$ cat src/design/isp_pkg.sv
// ----------------------------------------------------------------------------
// isp_pkg
// Shared types and constants for the serial ISP programmer: item and result
// structs, command codes, frame opcodes and configuration register indexes.
// ----------------------------------------------------------------------------
package isp_pkg;

	// command codes
	localparam logic [2:0] CMD_ENABLE    = 3'd0;
	localparam logic [2:0] CMD_ERASE     = 3'd1;
	localparam logic [2:0] CMD_READ_CODE = 3'd2;
	localparam logic [2:0] CMD_WRITE_CODE = 3'd3;
	localparam logic [2:0] CMD_WRITE_LOCK = 3'd4;
	localparam logic [2:0] CMD_READ_LOCK = 3'd5;
	localparam logic [2:0] CMD_READ_SIG  = 3'd6;

	// item kinds
	localparam logic KIND_START = 1'b0;
	localparam logic KIND_TICK  = 1'b1;

	// frame bytes
	localparam logic [7:0] OP_PREFIX     = 8'hAC;
	localparam logic [7:0] OP_ENABLE     = 8'h53;
	localparam logic [7:0] OP_ERASE      = 8'h9F;
	localparam logic [7:0] OP_READ_CODE  = 8'h20;
	localparam logic [7:0] OP_WRITE_CODE = 8'h40;
	localparam logic [7:0] OP_READ_LOCK  = 8'h24;
	localparam logic [7:0] OP_READ_SIG   = 8'h28;
	localparam logic [7:0] FILLER        = 8'hAA;

	localparam int FRAME_W     = 32;
	localparam int BITS_W      = 6;
	localparam int WAIT_W      = 20;
	localparam int CFG_INDEX_W = 4;
	localparam int CFG_DATA_W  = 20;

	// configuration register indexes and reset values
	localparam logic [CFG_INDEX_W-1:0] CFG_ERASE_WAIT = 4'd0;
	localparam logic [CFG_INDEX_W-1:0] CFG_HOLD_RST   = 4'd1;
	localparam logic [WAIT_W-1:0]      ERASE_WAIT_RST = 20'd520;

	typedef struct packed {
		logic       kind;
		logic [2:0] command;
		logic [7:0] addr_high;
		logic [7:0] addr_low;
		logic [7:0] data_byte;
		logic       miso;
	} isp_in_t;

	typedef struct packed {
		logic       sck;
		logic       mosi;
		logic       rst_res;
		logic       busy_res;
		logic       done_res;
		logic [7:0] read_byte;
		logic       start_rejected;
	} isp_out_t;

endpackage

$ cat src/design/isp_frame_build.sv
// ----------------------------------------------------------------------------
// isp_frame_build
// Builds the four-byte programming frame for a start item and flags command
// codes that have no frame.
// ----------------------------------------------------------------------------
module isp_frame_build import isp_pkg::*; (
	input  logic [2:0]         command,
	input  logic [7:0]         addr_high,
	input  logic [7:0]         addr_low,
	input  logic [7:0]         data_byte,
	output logic [FRAME_W-1:0] frame,
	output logic               frame_ok
);

	always_comb begin
		frame_ok = 1'b1;
		case (command)
			CMD_ENABLE:     frame = {OP_PREFIX, OP_ENABLE, FILLER, FILLER};
			CMD_ERASE:      frame = {OP_PREFIX, OP_ERASE, FILLER, FILLER};
			CMD_READ_CODE:  frame = {OP_READ_CODE, addr_high, addr_low, FILLER};
			CMD_WRITE_CODE: frame = {OP_WRITE_CODE, addr_high, addr_low, data_byte};
			CMD_WRITE_LOCK: frame = {OP_PREFIX, data_byte, FILLER, FILLER};
			CMD_READ_LOCK:  frame = {OP_READ_LOCK, FILLER, FILLER, FILLER};
			CMD_READ_SIG:   frame = {OP_READ_SIG, addr_high, addr_low, FILLER};
			default: begin
				frame    = '0;
				frame_ok = 1'b0;
			end
		endcase
	end

endmodule

$ cat src/design/isp_engine.sv
// ----------------------------------------------------------------------------
// isp_engine
// Frame shifter and erase wait counter. Computes the next state and the
// result for the item in the input register; commits both on step.
// ----------------------------------------------------------------------------
module isp_engine import isp_pkg::*; (
	input  logic              clk,
	input  logic              arst_n,
	input  logic              step,
	input  isp_in_t           item_s1,
	input  logic [WAIT_W-1:0] erase_wait,
	input  logic              hold_rst,
	output isp_out_t          result
);

	logic [FRAME_W-1:0] frame_q, frame_n, new_frame;
	logic [BITS_W-1:0]  bits_q, bits_n;
	logic               phase_q, phase_n;
	logic [7:0]         shift_q, shift_n;
	logic               active_q, active_n;
	logic [WAIT_W-1:0]  wait_q, wait_n;
	logic [2:0]         cmd_q, cmd_n;
	logic               frame_ok;
	logic               done;
	logic               rejected;
	logic               shifting;

	isp_frame_build u_frame (
		.command   (item_s1.command),
		.addr_high (item_s1.addr_high),
		.addr_low  (item_s1.addr_low),
		.data_byte (item_s1.data_byte),
		.frame     (new_frame),
		.frame_ok  (frame_ok)
	);

	always_comb begin
		frame_n  = frame_q;
		bits_n   = bits_q;
		phase_n  = phase_q;
		shift_n  = shift_q;
		active_n = active_q;
		wait_n   = wait_q;
		cmd_n    = cmd_q;
		done     = 1'b0;
		rejected = 1'b0;
		if (item_s1.kind == KIND_START) begin
			if (active_q || !frame_ok) begin
				rejected = 1'b1;
			end else begin
				frame_n  = new_frame;
				bits_n   = BITS_W'(FRAME_W);
				phase_n  = 1'b0;
				active_n = 1'b1;
				wait_n   = '0;
				cmd_n    = item_s1.command;
			end
		end else if (active_q) begin
			if (bits_q != '0) begin
				if (!phase_q) begin
					// rising SCK: sample MISO
					phase_n = 1'b1;
					shift_n = {shift_q[6:0], item_s1.miso};
				end else begin
					// falling SCK: advance to the next bit
					phase_n = 1'b0;
					frame_n = {frame_q[FRAME_W-2:0], 1'b0};
					bits_n  = bits_q - BITS_W'(1);
					if (bits_q == BITS_W'(1)) begin
						if (cmd_q == CMD_ERASE && erase_wait != '0) begin
							wait_n = erase_wait;
						end else begin
							active_n = 1'b0;
							done     = 1'b1;
						end
					end
				end
			end else begin
				wait_n = wait_q - WAIT_W'(1);
				if (wait_q == WAIT_W'(1)) begin
					active_n = 1'b0;
					done     = 1'b1;
				end
			end
		end
	end

	assign shifting = active_n && (bits_n != '0);

	always_comb begin
		result.sck            = shifting & phase_n;
		result.mosi           = shifting & frame_n[FRAME_W-1];
		result.rst_res        = hold_rst;
		result.busy_res       = active_n;
		result.done_res       = done;
		result.read_byte      = done ? shift_n : 8'd0;
		result.start_rejected = rejected;
	end

	always_ff @(posedge clk or negedge arst_n) begin
		if (!arst_n) begin
			frame_q  <= '0;
			bits_q   <= '0;
			phase_q  <= 1'b0;
			shift_q  <= '0;
			active_q <= 1'b0;
			wait_q   <= '0;
			cmd_q    <= '0;
		end else if (step) begin
			frame_q  <= frame_n;
			bits_q   <= bits_n;
			phase_q  <= phase_n;
			shift_q  <= shift_n;
			active_q <= active_n;
			wait_q   <= wait_n;
			cmd_q    <= cmd_n;
		end
	end

endmodule

$ cat src/design/isp_serial_programmer.sv
// Path: an accepted item is held in the input register, then its result in
// the result register. Throughput: one item per cycle while result_stall
// does not hold the result register; the input register feeds the state
// update and the result register in a single pass. Reset: arst_n clears all
// control state and the frame; erase_wait_q returns to 520, hold_rst_q to 0.
// ----------------------------------------------------------------------------
// isp_serial_programmer
// Serial ISP master: builds command frames and shifts them out in SPI mode 0,
// one half SCK period per tick item, with an erase wait after chip erase.
// ----------------------------------------------------------------------------
module isp_serial_programmer import isp_pkg::*; (
	input  logic                   clk,
	input  logic                   arst_n,
	input  logic                   item_valid,
	output logic                   item_stall,
	input  isp_in_t                item,
	output logic                   result_valid,
	input  logic                   result_stall,
	output isp_out_t               result,
	input  logic                   cfg_valid,
	output logic                   cfg_ready,
	input  logic [CFG_INDEX_W-1:0] cfg_index,
	input  logic [CFG_DATA_W-1:0]  cfg_data
);

	isp_in_t           item_s1;
	logic              valid_s1;
	logic              step;
	logic [WAIT_W-1:0] erase_wait_q;
	logic              hold_rst_q;
	isp_out_t          next_result;

	// move the held item into the result register when it is free
	assign step       = valid_s1 && (!result_valid || !result_stall);
	assign item_stall = valid_s1 && !step;
	assign cfg_ready  = 1'b1;

	always_ff @(posedge clk or negedge arst_n) begin
		if (!arst_n) begin
			erase_wait_q <= ERASE_WAIT_RST;
			hold_rst_q   <= 1'b0;
		end else if (cfg_valid && cfg_ready) begin
			if (cfg_index == CFG_ERASE_WAIT) begin
				erase_wait_q <= cfg_data[WAIT_W-1:0];
			end else if (cfg_index == CFG_HOLD_RST) begin
				hold_rst_q <= cfg_data[0];
			end
		end
	end

	always_ff @(posedge clk or negedge arst_n) begin
		if (!arst_n) begin
			valid_s1 <= 1'b0;
		end else if (!item_stall) begin
			valid_s1 <= item_valid;
		end
	end

	always_ff @(posedge clk) begin
		if (item_valid && !item_stall) begin
			item_s1 <= item;
		end
	end

	isp_engine u_engine (
		.clk        (clk),
		.arst_n     (arst_n),
		.step       (step),
		.item_s1    (item_s1),
		.erase_wait (erase_wait_q),
		.hold_rst   (hold_rst_q),
		.result     (next_result)
	);

	always_ff @(posedge clk or negedge arst_n) begin
		if (!arst_n) begin
			result_valid <= 1'b0;
		end else if (!result_valid || !result_stall) begin
			result_valid <= valid_s1;
		end
	end

	always_ff @(posedge clk) begin
		if (step) begin
			result <= next_result;
		end
	end

endmodule

$ cat config.mk
export PLATFORM = sky130hd
export DESIGN_NAME = isp_serial_programmer
export DESIGN_NICKNAME = d
export VERILOG_FILES = /design/src/design/isp_pkg.sv /design/src/design/isp_frame_build.sv /design/src/design/isp_engine.sv /design/src/design/isp_serial_programmer.sv
export SDC_FILE = /design/constraint.sdc
export NUM_CORES = 1
export LEC_CHECK = 0
export ABC_AREA = 1
export BUFFER_PORTS_ARGS = -buffer_cell sky130_fd_sc_hd__buf_2
export CORE_ASPECT_RATIO = 1.75
export CORE_MARGIN = 2
export CORE_UTILIZATION = 42
export CTS_CLUSTER_SIZE = 10
export DETAILED_ROUTE_END_ITERATION = 12
export PLACE_DENSITY = 0.58
export SLEW_MARGIN = 20
export SYNTH_ARGS = -nofsm -noshare
export SYNTH_HDL_FRONTEND = slang
export SYNTH_SLANG_ARGS = --single-unit
$ cat constraint.sdc
create_clock -name clk -period 4.2 [get_ports clk]
set_input_delay 0.63 -clock clk [delete_from_list [all_inputs] [get_ports clk]]
set_output_delay 0.63 -clock clk [all_outputs]
set_load 0.05 [all_outputs]
# == Word-level counts from Yosys, hierarchy flattened ==
# Index checks and enable logic that the tools add are counted.
# word_totals
elab_cells,116
mem_bits_ro,0
n_memories,0
latchBits,0
output_inout_bits,17
ram_bits,0
in_bits,58
register_bits,137
# op_classes
shift,0
reduce_logical,23
mux,44
div_mod_pow,0
bitwise_logic,5
add_sub_neg,2
n_lt_le_gt_ge,0
multipliers,0
n_eq_ne,17
# op_table
cell,n
case mux 32 bit (7 select lines),1
two-way mux 32 bit,5
two-way mux 20 bit,7
two-way mux 8 bit,4
two-way mux 6 bit,5
two-way mux 1 bit,22
"== test 20 x 1 -> 1 bit, second input constant",1
nonzero test 20 bit,1
"subtractor 20 x 1 -> 20 bit, second input constant",1
nonzero test 6 bit,2
"== test 3 bit, second input constant",3
OR reduction 7 bit,1
"== test 3 x 1 -> 1 bit, second input constant",2
"== test 3 x 2 -> 1 bit, second input constant",2
"== test 6 x 1 -> 1 bit, second input constant",1
"!= test 2 x 1 -> 1 bit, second input constant",3
"!= test 3 bit, second input constant",2
AND reduction 3 bit,2
AND reduction 6 bit,1
"subtractor 6 x 1 -> 6 bit, second input constant",1
logical AND 1 bit,5
logical NOT 1 bit,5
AND reduction 5 bit,1
"== test 4 x 1 -> 1 bit, second input constant",1
other kinds (8),12

# == Depth between registers and ports, before layout ==
# depth
depth_word,10
mapped_depth,12
ltp_nobuf,12

# == Hierarchy ==
# Synthesis repeated with hierarchy kept, for this count alone.
# hier_totals
hier_cells,814
hier_area_um2,7010.5
# by_module_without_submodules
module,area_each_um2,seq_area_each_um2,cells_each,n_inst
isp_engine,4291.6,1776.7,576,1
isp_serial_programmer,2333.5,1869.3,156,1
isp_frame_build,385.4,0.0,82,1

# == Least setup slack after synthesis ==
# Ideal clock, no wire load.
# synth_path
path_type,register -> register
start,register result_valid
end,"register, netlist name item_s1[0]"
setup_time_ns,0.384
path_buffers,0
setup_slack_ns,1.765
synth_period_minus_slack_ns,2.435
t_arrival_ns,2.051
path_stages_with_launch,6
required_time_ns,3.816
cell_sequence,dfrtp_1 > nand2_1 > nor2_1 > inv_1 > nand2_1 > inv_1
# synth_via
elab_chain_cells,7
# synth_rtl
element,line_no,source
from (decl),isp_serial_programmer.sv:17,"output logic result_valid,"
from (signal assigned),isp_serial_programmer.sv:79,result_valid <= valid_s1;
logical NOT 1 bit,isp_serial_programmer.sv:34,assign step = valid_s1 && (!result_valid || !result_stall);
logical OR 1 bit,isp_serial_programmer.sv:34,
logical AND 1 bit,isp_serial_programmer.sv:34,
logical NOT 1 bit,isp_serial_programmer.sv:35,assign item_stall = valid_s1 && !step;
logical AND 1 bit,isp_serial_programmer.sv:35,
via item_stall,isp_serial_programmer.sv:15,"output logic item_stall,"
logical NOT 1 bit,isp_serial_programmer.sv:60,if (item_valid && !item_stall) begin
logical AND 1 bit,isp_serial_programmer.sv:60,
# The timed path passes the listed nets, and every way through them passes these cells.
# A chain may end at the register's enable or synchronous reset.

==> results.md <==
- Status: completed
- EDFF count, synth: 43
- Async set or reset register ratio after synthesis: 0.686
- Final setup fails: 0
- Leakage: approximately 3.5 nW
- # resized after CTS: 0
- N_diodes: 0
- Setup bufs post-CTS: 0
- R2R setup slack: 1.84 ns
- HPWL Detailed: between 10 and 15 mm
- IR Drop Worst-Case VDD: 0.284 mV
- Maximum clock path buffer count: 2
- Xor-xnor portion of the synthesized cell area: 0.00780
- Pre-antenna DRT Iters: 4
- Critical setup path kind: flop to flop
- Area grow syn2layout: 15.7%
- Post-synthesis simple-gate area fraction: 0.217
- Mux cell area share after synthesis: 0.0267
- GRT Total Usage: 0.192
- Slew Limit Fails: 0
- Hold Vio Cnt, Final: 0
- Synth area leaders: dfrtp_1 34%, edfxtp_1 19%, nand2_1 9.5%
- CP arrival: 2.52 ns
- Seq/Total Area, Yosys: 0.541
- GPL Wtd Cong: about 0.87
- Layout cells sized above 1: 0.222
- Die ar.: 17100 sq um
- Worst-Margin Slew: 0.833 ns
- Post-Syn Area: 6740 sq um
- Initial antenna violation count: 0
- Clk root buf: clkbuf_16
- CP max FO: 14
- R2R depth: 10
- Die Ht: 172 microns
- Clk slew on worst S/H paths: 0.06 ns
- Vias per cell: 5.19
- Final wirelength: around 15 mm
- RSZ-0062 raised after global routing: false
- First-pass GRT wire length: 25.4 mm
- Final instance count without filler cells: 1009
- Post-Synthesis Cells: 735
- Initial Util: 0.426
- DRT iter0 DRCs: 233
- CTS tree: yes
- Largest net degree at the start of global routing: 63
- Main combinational cell family by area after synthesis: simple AND/OR/NAND/NOR gates
- Post-layout minimum cycle time: 2.36 ns
- DRC violations left: 0
- Worst Setup Start Kind: flop
- Area fraction of the dominant cell type after synthesis: 0.342
- Die W: 99.7 microns
- Most used DFF post-synth: dfrtp_1
- Adder-cell area share of the yosys netlist: 0.00929
- Rel. slew slack: 0.445
- Hold Crit Class: input pin to asynchronous set/reset pin
- Grt ovf: 0
- Placed Cells: 976
- Biggest area consumer among synthesized cells: dfrtp_1
- Num rows: 61
- RR Endpoint: result[12]$_DFFE_PP_
- Worst skew pair latency: 0.42 ns
- Final Skew: 0.0107 ns
- Final #Nets: 870
- Max_cap viols: 0
- PortBufs: 73
- CTS Buf Count: 17
- RR Startpoint: item_s1[28]$_DFFE_PP_
- Fmax achieved: about 0.42 GHz
- Synth Area in Compound Gates: 0.128
- Total negative slack: 0 ns
- H-tree levels: 4
- Ports: 75
- Vias: 5239
- PwrDens: just under 700 nW/um^2
- Syn Area/Cell: 9.17 sq um
- WL per Instance: 15.3 microns
- ANT nets after route: 0
- Crit path capture type: flop
- Fin crit share: 0.562
- Synth warn: 0
- Syn nets: 798
- Number of global-route vias before repair: 5449
- Placeable core region: ~16000 sq um
- Critical Path RT: ~4.4 ns
- Clock sink count: around 140
- Post-synthesis register bit count: 137
- CTS Hold Bufs: 0
- Library cells used by synthesis: 46
[how the worst max path moves through the flow]
| stage | cells past startpoint | slack, ns | start | to |
|---|---|---|---|---|
| global route | 10 | 1.62 | item_s1[28]$_DFFE_PP_ | result[12]$_DFFE_PP_ |
| detailed placement | 11 | 1.68 | result_stall | u_engine.wait_q[9]$_DFFE_PN0P_ |
| finish | 10 | 1.84 | item_s1[28]$_DFFE_PP_ | result[12]$_DFFE_PP_ |
| CTS | 10 | 1.83 | item_s1[28]$_DFFE_PP_ | result[12]$_DFFE_PP_ |
| floorplan | 5 | 1.76 | result_valid$_DFFE_PN0N_ | item_s1[0]$_DFFE_PP_ |
| global placement | 11 | 1.75 | result_stall | u_engine.wait_q[9]$_DFFE_PN0P_ |
[state kept, by name, summed over array words and instances (netlist names)]
signal,flops
u_engine.frame_q,32
item_s1,29
erase_wait_q,20
u_engine.wait_q,20
result,14
u_engine.shift_q,8
u_engine.bits_q,6
u_engine.cmd_q,3
hold_rst_q,1
result_valid,1
u_engine.active_q,1
u_engine.phase_q,1
valid_s1,1
[stage by stage]
| stage | power, mW | hold WS, ns | worst slack (ns) | instance area [sq um] | utilization |
|---|---|---|---|---|---|
| finish | 5.35 | 0.310 | 1.84 | 7800 | 0.494 |
| global route | 5.74 | 0.363 | 1.62 | 7800 | 0.494 |
| CTS | 5.40 | 0.345 | 1.83 | 7790 | 0.493 |
| detailed placement | 3.86 | 0.448 | 1.68 | 7190 | 0.455 |
| global placement | 3.82 | 0.450 | 1.75 | 7190 | 0.455 |
| floorplan | 3.44 | 0.334 | 1.76 | 6740 | - |
[cell usage after synthesis, types with 3 or more instances]
cell type and count:
xor2_1 3, o21ai_0 43, o211ai_1 3, nand2_1 170
o21ai_1 25, o21ai_2 9, xnor2_1 3, nand2_4 4
nand4_1 4, buf_2 5, nand3_1 26, inv_1 62
nor2_1 90, mux2_2 16, clkbuf_1 5, buf_6 8
nor2_4 6, inv_2 10, ha_1 5, dfrtp_1 92
a31oi_1 16, a22oi_1 6, o22ai_1 11, edfxtp_1 43
buf_4 5, nor2_2 3, a21oi_1 25, nand2_2 10
[where the power goes]
part	internal, mW	switching, mW	total (mW)
clock network	0.907	0.611	1.52
registers	1.76	0.272	2.03
logic	0.604	1.20	1.80
[cell type report]
cell class	instances	area [sq um]
clock buffers	18	439
fillers	1524	8000
repair buffers	76	394
well taps	189	236
multi-input cells	500	2630
clock inverters	14	163
inverters	75	292
flip-flops and latches	137	3650
[critical path, cell delays in order, from the launching register on]
cell and delay (ns):
edfxtp_1 0.72, nor2_4 0.40, nand2_4 0.14, inv_1 0.30, nor2_1 0.07, nand2_1 0.06, nand2_1 0.06, nor2_1 0.10
nand3_1 0.10, nand2_2 0.09, nor2_1 0.04
[layout by cell type, fill, tap and decap left out, types with 3 or more instances in the layout]
master | Yosys | routed
buf_2 | 5 | 72
o22ai_1 | 11 | 11
inv_1 | 62 | 61
clkbuf_16 | 0 | 17
o21ai_2 | 9 | 9
nand3_1 | 26 | 26
xnor2_1 | 3 | 3
a22oi_1 | 6 | 6
nand2_2 | 10 | 10
ha_1 | 5 | 5
mux2_2 | 16 | 16
nand4_1 | 4 | 4
nor2_1 | 90 | 90
o211ai_1 | 3 | 3
xor2_1 | 3 | 3
nor2_2 | 3 | 3
o21ai_1 | 25 | 25
inv_2 | 10 | 11
inv_8 | 0 | 3
dfrtp_1 | 92 | 92
a21oi_1 | 25 | 25
buf_4 | 5 | 3
o21ai_0 | 43 | 43
edfxtp_1 | 43 | 43
nor2_4 | 6 | 6
nand2_4 | 4 | 4
nand2_1 | 170 | 170
a31oi_1 | 16 | 16
inv_6 | 1 | 4
[cell families after synthesis]
logic type                 Yosys count
other                                1
AOI/OAI and AO/OA                  146
and+or+nand+nor                    326
muxes                               16
adders and majority gates            5
buffers and inverters               98
DFF                                137
xor gates and xnor gates             6
[per-layer routing]
layer	up-vias	share of wire	track usage
met5	-	0	0
met2	117	0.57	0.366
li1	2588	-	-
met3	44	0.029	0.0370
met1	2490	0.36	0.187
met4	0	0.043	0.112
Note: power is estimated with default switching activity, not from simulation.
